**config.mk**
```make
export PLATFORM = sky130hd
export DESIGN_NAME = timer_table_scheduler
export DESIGN_NICKNAME = d
export VERILOG_FILES = /design/src/rtl/core/tts_pkg.sv /design/src/rtl/core/tts_slot_ram.sv /design/src/rtl/core/timer_table_scheduler.sv
export SDC_FILE = /design/constraint.sdc
export NUM_CORES = 2
export LEC_CHECK = 0
export BUFFER_PORTS_ARGS = -buffer_cell sky130_fd_sc_hd__buf_4
export CAP_MARGIN = 20
export CORE_MARGIN = 3
export CORE_UTILIZATION = 40
export DETAILED_ROUTE_END_ITERATION = 12
export MAX_ROUTING_LAYER = met4
export SYNTH_ARGS = -nofsm -noshare
export SYNTH_HDL_FRONTEND = slang
export SYNTH_SLANG_ARGS = --single-unit
```
**constraint.sdc**
```tcl
create_clock -name clk_i -period 15.2 [get_ports clk_i]
set_clock_uncertainty 0.1 [all_clocks]
set_input_delay 3.04 -clock clk_i [delete_from_list [all_inputs] [get_ports clk_i]]
set_output_delay 3.04 -clock clk_i [all_outputs]
set_load 0.02 [all_outputs]
```
**src/rtl/core/tts_pkg.sv**
```systemverilog
// ----------------------------------------------------------------------------
// tts_pkg
// Types, constants and helpers shared by the timer table scheduler.
// ----------------------------------------------------------------------------
package tts_pkg;

  localparam int unsigned SlotCount   = 16;
  localparam int unsigned SlotBits    = $clog2(SlotCount);
  localparam int unsigned TimeBits    = 40;
  localparam int unsigned DelayBits   = 24;
  localparam int unsigned CfgBits     = 20;
  localparam int unsigned WaitBits    = 35;
  localparam int unsigned MaxFires    = 16;
  localparam int unsigned FireBits    = $clog2(MaxFires + 1);
  localparam int unsigned FireIdxBits = $clog2(MaxFires);

  localparam logic [WaitBits-1:0] WaitCap   = 35'd16777215000;
  localparam logic [WaitBits-1:0] WaitEmpty = '1;

  localparam logic [1:0] FuncAdd   = 2'd0;
  localparam logic [1:0] FuncStop  = 2'd1;
  localparam logic [1:0] FuncTick  = 2'd2;
  localparam logic [1:0] FuncQuery = 2'd3;

  localparam logic [1:0] KindAdd  = 2'd0;
  localparam logic [1:0] KindStop = 2'd1;
  localparam logic [1:0] KindFire = 2'd2;
  localparam logic [1:0] KindNone = 2'd3;

  localparam logic CfgTickUs  = 1'b0;
  localparam logic CfgEarlyUs = 1'b1;

  // One slot entry as kept in the slot memory.
  typedef struct packed {
    logic [TimeBits-1:0]  deadline;
    logic [DelayBits-1:0] period_ms;
    logic                 repeats;
  } slot_t;

  // Product of a millisecond count and 1000, as shifts and adds.
  function automatic logic [TimeBits-1:0] ms_to_us(input logic [DelayBits-1:0] ms);
    logic [TimeBits-1:0] m;
    m = TimeBits'(ms);
    return (m << 10) - (m << 4) - (m << 3);
  endfunction

endpackage

```
**src/rtl/core/tts_slot_ram.sv**
```systemverilog
// ----------------------------------------------------------------------------
// tts_slot_ram
// Single-port-write, one-read slot memory with a registered read.
// ----------------------------------------------------------------------------
module tts_slot_ram (
  input  logic                         clk_i,
  input  logic                         we_i,
  input  logic [tts_pkg::SlotBits-1:0] waddr_i,
  input  tts_pkg::slot_t               wdata_i,
  input  logic [tts_pkg::SlotBits-1:0] raddr_i,
  output tts_pkg::slot_t               rdata_o
);

  tts_pkg::slot_t mem_q [tts_pkg::SlotCount];

  always_ff @(posedge clk_i) begin
    if (we_i) begin
      mem_q[waddr_i] <= wdata_i;
    end
    rdata_o <= mem_q[raddr_i];
  end

endmodule

```
**src/rtl/core/timer_table_scheduler.sv**
```systemverilog
// ----------------------------------------------------------------------------
// timer_table_scheduler
// Table of timer slots over a wrapping microsecond counter.
// ----------------------------------------------------------------------------
// Every item is handled alone. Add, stop and query take a scan of all slots
// through the slot memory. A tick takes one scan per fired timer, up to
// MaxFires, plus a final scan, then sends its results from a list of fired
// slots, each new result only after the previous one has been taken. The next
// item is taken once the last result has left. Reset empties the table,
// clears time and loads the default registers.
module timer_table_scheduler (
  input  logic                            clk_i,
  input  logic                            rst_ni,
  input  logic                            in_valid_i,
  output logic                            in_ready_o,
  input  logic [1:0]                      func_i,
  input  logic [tts_pkg::DelayBits-1:0]   delay_ms_i,
  input  logic                            repeat_flag_i,
  input  logic [3:0]                      timer_id_i,
  output logic                            out_valid_o,
  input  logic                            out_ready_i,
  output logic [1:0]                      result_kind_o,
  output logic [3:0]                      slot_id_o,
  output logic                            status_o,
  output logic signed [tts_pkg::WaitBits-1:0] min_wait_us_o,
  output logic                            last_o,
  input  logic                            cfg_valid_i,
  output logic                            cfg_ready_o,
  input  logic                            cfg_index_i,
  input  logic [tts_pkg::CfgBits-1:0]     cfg_data_i
);

  typedef enum logic [4:0] {
    StIdle = 5'b00001,
    StScan = 5'b00010,
    StLast = 5'b00100,
    StAct  = 5'b01000,
    StDone = 5'b10000
  } state_e;

  localparam int unsigned SB = tts_pkg::SlotBits;
  localparam int unsigned TB = tts_pkg::TimeBits;

  state_e state_q, state_d;
  logic [tts_pkg::CfgBits-1:0] tick_us_q, early_us_q;
  logic [TB-1:0] now_q;
  logic [tts_pkg::SlotCount-1:0] valid_q;
  logic [1:0] func_q;
  logic [tts_pkg::DelayBits-1:0] delay_q;
  logic rep_q;
  logic [SB:0] raddr_q;   // one extra bit to count past the last slot
  logic [SB-1:0] rslot_q;
  logic rvld_q;
  logic best_ok_q;
  logic [SB-1:0] best_q;
  logic [TB-1:0] bkey_q, bdiff_q;
  logic [tts_pkg::FireBits-1:0] fires_q;
  // Fired slots wait here until the final wait is known.
  logic [SB-1:0] fired_q [tts_pkg::MaxFires];
  logic [tts_pkg::FireIdxBits-1:0] emit_q;
  logic ov_q;
  logic [1:0] kind_q;
  logic [3:0] oslot_q;
  logic ostat_q, olast_q;
  logic [tts_pkg::WaitBits-1:0] owait_q;

  logic we;
  logic [SB-1:0] waddr, raddr;
  tts_pkg::slot_t wdata, rdata;

  // The best slot is read again in the cycle after the scan for the fire step.
  assign raddr = (state_q == StLast) ? best_q : raddr_q[SB-1:0];

  tts_slot_ram u_ram (
    .clk_i  (clk_i),
    .we_i   (we),
    .waddr_i(waddr),
    .wdata_i(wdata),
    .raddr_i(raddr),
    .rdata_o(rdata)
  );

  logic [TB-1:0] diff, key;
  logic [tts_pkg::DelayBits-1:0] eff_delay;
  logic free_ok;
  logic [SB-1:0] free_slot;
  logic [tts_pkg::WaitBits-1:0] wait_val;
  logic due, fire_now, fire_out, emit_last;

  assign diff = rdata.deadline - now_q;
  assign key  = diff ^ {1'b1, {(TB-1){1'b0}}};
  assign eff_delay = (rep_q && delay_q == '0) ? tts_pkg::DelayBits'(1) : delay_q;
  assign due = bdiff_q[TB-1] || (bdiff_q < TB'(early_us_q));
  assign fire_now = (state_q == StAct) && (func_q == tts_pkg::FuncTick) && best_ok_q &&
                    due && (fires_q < tts_pkg::FireBits'(tts_pkg::MaxFires));
  assign fire_out = (func_q == tts_pkg::FuncTick) && (fires_q != '0);
  assign emit_last = (tts_pkg::FireBits'(emit_q) + 1'b1) == fires_q;

  always_comb begin
    free_ok = 1'b0;
    free_slot = '0;
    for (int s = tts_pkg::SlotCount - 1; s >= 0; s--) begin
      if (!valid_q[s]) begin
        free_ok = 1'b1;
        free_slot = SB'(s);
      end
    end
  end

  always_comb begin
    if (!best_ok_q) begin
      wait_val = tts_pkg::WaitEmpty;
    end else if (bdiff_q[TB-1]) begin
      wait_val = '0;
    end else if (bdiff_q > TB'(tts_pkg::WaitCap)) begin
      wait_val = tts_pkg::WaitCap;
    end else begin
      wait_val = tts_pkg::WaitBits'(bdiff_q);
    end
  end

  // Memory write for add and for re-arming a repeating timer.
  always_comb begin
    we = 1'b0;
    waddr = free_slot;
    wdata.deadline = now_q + tts_pkg::ms_to_us(eff_delay);
    wdata.period_ms = eff_delay;
    wdata.repeats = rep_q;
    if (state_q == StIdle && in_valid_i && in_ready_o && func_i == tts_pkg::FuncAdd) begin
      we = free_ok;
      wdata.deadline = now_q + tts_pkg::ms_to_us(
          (repeat_flag_i && delay_ms_i == '0) ? tts_pkg::DelayBits'(1) : delay_ms_i);
      wdata.period_ms = (repeat_flag_i && delay_ms_i == '0) ?
          tts_pkg::DelayBits'(1) : delay_ms_i;
      wdata.repeats = repeat_flag_i;
    end else if (fire_now) begin
      we = rdata.repeats;
      waddr = best_q;
      wdata.deadline = now_q + tts_pkg::ms_to_us(rdata.period_ms);
      wdata.period_ms = rdata.period_ms;
      wdata.repeats = 1'b1;
    end
  end

  assign in_ready_o  = (state_q == StIdle) && !ov_q;
  assign cfg_ready_o = 1'b1;
  assign out_valid_o = ov_q;
  assign result_kind_o = kind_q;
  assign slot_id_o = oslot_q;
  assign status_o = ostat_q;
  assign min_wait_us_o = owait_q;
  assign last_o = olast_q;

  logic scan_go;   // restart a scan over all slots
  always_comb begin
    state_d = state_q;
    scan_go = 1'b0;
    unique case (state_q)
      StIdle: if (in_valid_i && in_ready_o) begin
        state_d = StScan;
        scan_go = 1'b1;
      end
      StScan: if (raddr_q == (SB + 1)'(tts_pkg::SlotCount)) state_d = StLast;
      StLast: state_d = StAct;
      StAct: begin
        if (fire_now) begin
          state_d = StScan;
          scan_go = 1'b1;
        end else begin
          state_d = StDone;
        end
      end
      StDone: if (!ov_q && (!fire_out || emit_last)) state_d = StIdle;
      default: state_d = StIdle;
    endcase
  end

  always_ff @(posedge clk_i) begin
    if (fire_now) fired_q[fires_q[tts_pkg::FireIdxBits-1:0]] <= best_q;
  end

  always_ff @(posedge clk_i or negedge rst_ni) begin
    if (!rst_ni) begin
      state_q <= StIdle;
      tick_us_q <= tts_pkg::CfgBits'(1000);
      early_us_q <= tts_pkg::CfgBits'(1000);
      now_q <= '0;
      valid_q <= '0;
      ov_q <= 1'b0;
      fires_q <= '0;
      emit_q <= '0;
      raddr_q <= '0;
      rvld_q <= 1'b0;
      best_ok_q <= 1'b0;
    end else begin
      state_q <= state_d;
      if (cfg_valid_i) begin
        if (cfg_index_i == tts_pkg::CfgTickUs) tick_us_q <= cfg_data_i;
        else early_us_q <= cfg_data_i;
      end
      if (ov_q && out_ready_i) ov_q <= 1'b0;
      rvld_q <= (state_q == StScan) && (raddr_q < (SB + 1)'(tts_pkg::SlotCount));
      if (state_q == StScan && raddr_q < (SB + 1)'(tts_pkg::SlotCount)) begin
        raddr_q <= raddr_q + 1'b1;
      end
      rslot_q <= raddr_q[SB-1:0];
      // Running earliest-deadline search over the registered reads.
      if (rvld_q && valid_q[rslot_q] && (!best_ok_q || key < bkey_q)) begin
        best_ok_q <= 1'b1;
        best_q <= rslot_q;
        bkey_q <= key;
        bdiff_q <= diff;
      end
      if (scan_go) begin
        raddr_q <= '0;
        best_ok_q <= 1'b0;
      end
      unique case (state_q)
        StIdle: if (in_valid_i && in_ready_o) begin
          func_q <= func_i;
          delay_q <= delay_ms_i;
          rep_q <= repeat_flag_i;
          fires_q <= '0;
          emit_q <= '0;
          unique case (func_i)
            tts_pkg::FuncAdd: begin
              kind_q <= tts_pkg::KindAdd;
              ostat_q <= !free_ok;
              oslot_q <= free_ok ? 4'(free_slot) : 4'd0;
              if (free_ok) valid_q[free_slot] <= 1'b1;
            end
            tts_pkg::FuncStop: begin
              kind_q <= tts_pkg::KindStop;
              oslot_q <= '0;
              if ({1'b0, timer_id_i} < 5'(tts_pkg::SlotCount) &&
                  valid_q[SB'(timer_id_i)]) begin
                valid_q[SB'(timer_id_i)] <= 1'b0;
                ostat_q <= 1'b0;
              end else begin
                ostat_q <= 1'b1;
              end
            end
            tts_pkg::FuncTick: begin
              kind_q <= tts_pkg::KindNone;
              oslot_q <= '0;
              ostat_q <= 1'b0;
              now_q <= now_q + TB'(tick_us_q);
            end
            default: begin
              kind_q <= tts_pkg::KindNone;
              oslot_q <= '0;
              ostat_q <= 1'b0;
            end
          endcase
        end
        StAct: if (fire_now) begin
          if (!rdata.repeats) valid_q[best_q] <= 1'b0;
          fires_q <= fires_q + 1'b1;
        end
        StDone: if (!ov_q) begin
          ov_q <= 1'b1;
          owait_q <= wait_val;
          if (fire_out) begin
            kind_q <= tts_pkg::KindFire;
            oslot_q <= 4'(fired_q[emit_q]);
            olast_q <= emit_last;
            emit_q <= emit_q + 1'b1;
          end else begin
            olast_q <= 1'b1;
          end
        end
        default: ;
      endcase
    end
  end

endmodule

```
==> results.sh <==
export IMPL_status="completed"
export IMPL_cts_hold_buffers=0
export IMPL_overflow=0
export IMPL_numCtsBuffers=152
export IMPL_cp_max_fo=16
export IMPL_cts_sinks=1406
export IMPL_worstMarginPinSlew_ns=1.16
export IMPL_worstSetupPathType="input pin to flop"
export IMPL_drv_slew=0
export IMPL_p_switching_uw=7010
export IMPL_die_w_um=423
export IMPL_coreArea_mm2=0.172
export IMPL_ys_ff_latch=1406
export IMPL_cts_resized=0
export IMPL_clkPwrFrac_pct=21.5
export IMPL_cts_clk_slew_worst_paths_ns=0.06
export IMPL_netlist_area_mm2=0.0696
export IMPL_ctsRootBufferMaster="clkbuf_16"
export IMPL_p_comb_share_pct=44.3
export IMPL_cts_tree="yes"
export IMPL_io_pins=103
export IMPL_ant_nets=0
export IMPL_clk_latency_ns=0.84
export IMPL_ys_seq_area_share_pct=58.9
export IMPL_synth_nets=6320
export IMPL_crit_slowest_cell="xor2_1"
export IMPL_hold_path_class="flop to flop"
export IMPL_syn_area_per_cell_um2=11.7
export IMPL_io_buffers=101
export IMPL_p_int_uw=10300
export IMPL_drive_gt1_share_pct=9.80
export IMPL_ys_types=92
export IMPL_synth_enable_flop_cells=1223
export IMPL_grt_util_all_layers_pct=23.0
export IMPL_cap_viol_max_count=0
export IMPL_fillCellCount=15800
export IMPL_fin_crit_ns=10.37
export IMPL_clockBufferDepth=3
export IMPL_drtPass1Iterations=6
export IMPL_dpl_hpwl_um=134000
export IMPL_ir_drop_uv=197
export IMPL_hold_violations=0
export IMPL_fmax_mhz=96.4
export IMPL_htreeDepth=4
export IMPL_swShare_pct=40.5
export IMPL_dieArea_mm2=0.179
export IMPL_finalSetupTns_ns=0
export IMPL_instances_no_fill=8447
export IMPL_drt_total_wl_um=205000
export IMPL_critPathCaptureType="flop"
export IMPL_relSlewSlack_pct=22.8
export IMPL_arrival_ns=10.71
export IMPL_finalNetCount=6355
export IMPL_p_leak_uw=0.0281
export IMPL_initial_core_util_pct=40.4
export IMPL_syn_to_final_growth_pct=12.6
export IMPL_cp_common_cell="ha_1"
export IMPL_seqPwrFrac_pct=34.2
export IMPL_via_count=48700
export IMPL_p_per_area_mw_per_mm2=221
export IMPL_final_common_cell="edfxtp_1"
export IMPL_rsz0062_at_grt="false"
export IMPL_fp_dieH_um=423
export IMPL_start_kind="input pin"
export IMPL_grt_antenna_before_repair=12
export IMPL_max_stage_delay_ns=0.81
export IMPL_yosys_warnings=0
export IMPL_cp_data_required_time_ns=15.54
export IMPL_drt_vias_per_instance=5.76
export IMPL_fin_crit_sh_pct=68.2
export IMPL_placed_cells=8151
export IMPL_synth_main_ff_cell="edfxtp_1"
export IMPL_wl_per_cell_um=24.3
export IMPL_syn_inst=5971
export IMPL_cts_setup_buffers=0
export IMPL_layout_common_cells="edfxtp_1, nand2_1, a21oi_1"
export IMPL_grt_pass1_vias=46100
export IMPL_grt_max_degree=218
export IMPL_drtIter0Drc=4620
export IMPL_gp_congestion=0.974
export IMPL_drc=0
export IMPL_setup_violations=0
export IMPL_synthArstFlopShare_pct=8.39
export IMPL_row_count=152
export IMPL_grt_pass1_wl_um=303000
power groups by stage:
stage               Combinational (µW)  Sequential (µW)  Clock (µW)
floorplan                         5060             5780           0
global placement                  7490             6010           0
detailed placement                7540             6010           0
CTS                               7590             5930        3800
global route                      8400             5940        3960
finish                            7670             5930        3730
cells in the mapped netlist (42+ instances only):
library cell | n | area [µm²]
a311oi_1 | 134 | 1170
ha_1 | 289 | 3620
nand4_1 | 47 | 294
dfrtp_1 | 105 | 2630
a211oi_1 | 359 | 2700
inv_1 | 248 | 931
a21o_1 | 114 | 856
and3_1 | 45 | 282
a31oi_1 | 170 | 1060
xor2_1 | 73 | 639
xnor2_1 | 191 | 1670
nand3_1 | 74 | 370
nor3_1 | 78 | 390
nand2_1 | 736 | 2760
edfxtp_1 | 1223 | 36700
o21a_1 | 42 | 315
nor2_1 | 197 | 739
and2_1 | 286 | 1790
a21oi_1 | 401 | 2010
o21ai_0 | 208 | 1040
dfxtp_1 | 65 | 1300
clkbuf_1 | 323 | 1210
metrics by stage:
step,util (%),area [µm²],power (µW),setup WS (ns),hold slack [ns]
after CTS,45.4,78300,17300,4.58,0.407
final,45.5,78400,17300,4.83,0.406
after global routing,45.5,78400,18300,4.27,0.421
after floorplan,-,69600,10800,5.54,0.335
after detailed placement,42.5,73200,13600,3.75,0.394
after global placement,42.5,73200,13500,3.74,0.391
sequential cells by signal, indices dropped and copies added (netlist names), 2 cells and up:
name	flops
fires_q	5
u_ram.rdata_o	65
func_q	2
result_kind_o	2
min_wait_us_o	35
raddr_q	5
best_q	4
bkey_q	40
delay_q	24
valid_q	16
early_us_q	20
state_q	5
rslot_q	4
emit_q	4
tick_us_q	20
now_q	40
u_ram.mem_q	1040
slot_id_o	4
fired_q	64
area by class of cell:
type	instances	area [µm²]	area share, %
clock inverter	75	963	1.23
multi-input combinational	3972	26700	34.0
timing repair buffer	225	1770	2.25
inverter	249	935	1.19
sequential	1406	41000	52.3
clock buffer	203	4130	5.26
antenna	7	17.5	0.0223
tap	2310	2890	3.69
worst paths after layout:
check	to	slack, ns	from	cells after the start
max in group asynchronous	now_q[28]$_DFFE_PN0P_	11.90	rst_ni	2
min	early_us_q[16]$_DFFE_PN0P_	0.41	early_us_q[16]$_DFFE_PN0P_	1
min reg2reg	early_us_q[16]$_DFFE_PN0P_	0.41	early_us_q[16]$_DFFE_PN0P_	1
max	u_ram.mem_q[2][62]$_DFFE_PP_	4.83	delay_ms_i[20]	30
min in group asynchronous	now_q[14]$_DFFE_PN0P_	1.98	rst_ni	1
max reg2reg	u_ram.mem_q[2][62]$_DFFE_PP_	5.15	delay_q[20]$_DFFE_PP_	33
metal layers:
layer  vias up  GRT usage (%)  part of all wire, %
met3       254           3.04                  5.6
met1     24400           31.6                   45
met2      1470           35.9                   47
met5         -              -                    0
li1      22600              -                    -
met4         0           6.25                  2.3
critical path, delay by kind of cell:
family	cells	cell delay (ns)
buffers and inverters	2	0.25
xor gates and xnor gates	3	1.07
and+or+nand+nor	13	2.88
AOI/OAI and AO/OA	9	2.33
adders and majority gates	3	1.11
logic make-up (layout without fill, tap and decap cells):
kind of cell / Yosys count / in the layout / share of synthesized area [%]
AO/OA/AOI/OAI: 1680 / 1680 / 16.1
XOR/XNOR: 264 / 264 / 3.32
adder cells (fa/ha/maj): 292 / 292 / 5.28
buffers and inverters: 593 / 752 / 3.21
flip-flops: 1406 / 1406 / 58.9
multiplexers: 75 / 75 / 1.69
other: 1 / 8 / 0.00539
AND/OR/NAND/NOR: 1660 / 1660 / 11.5
Power figures use the tool's default switching activity.
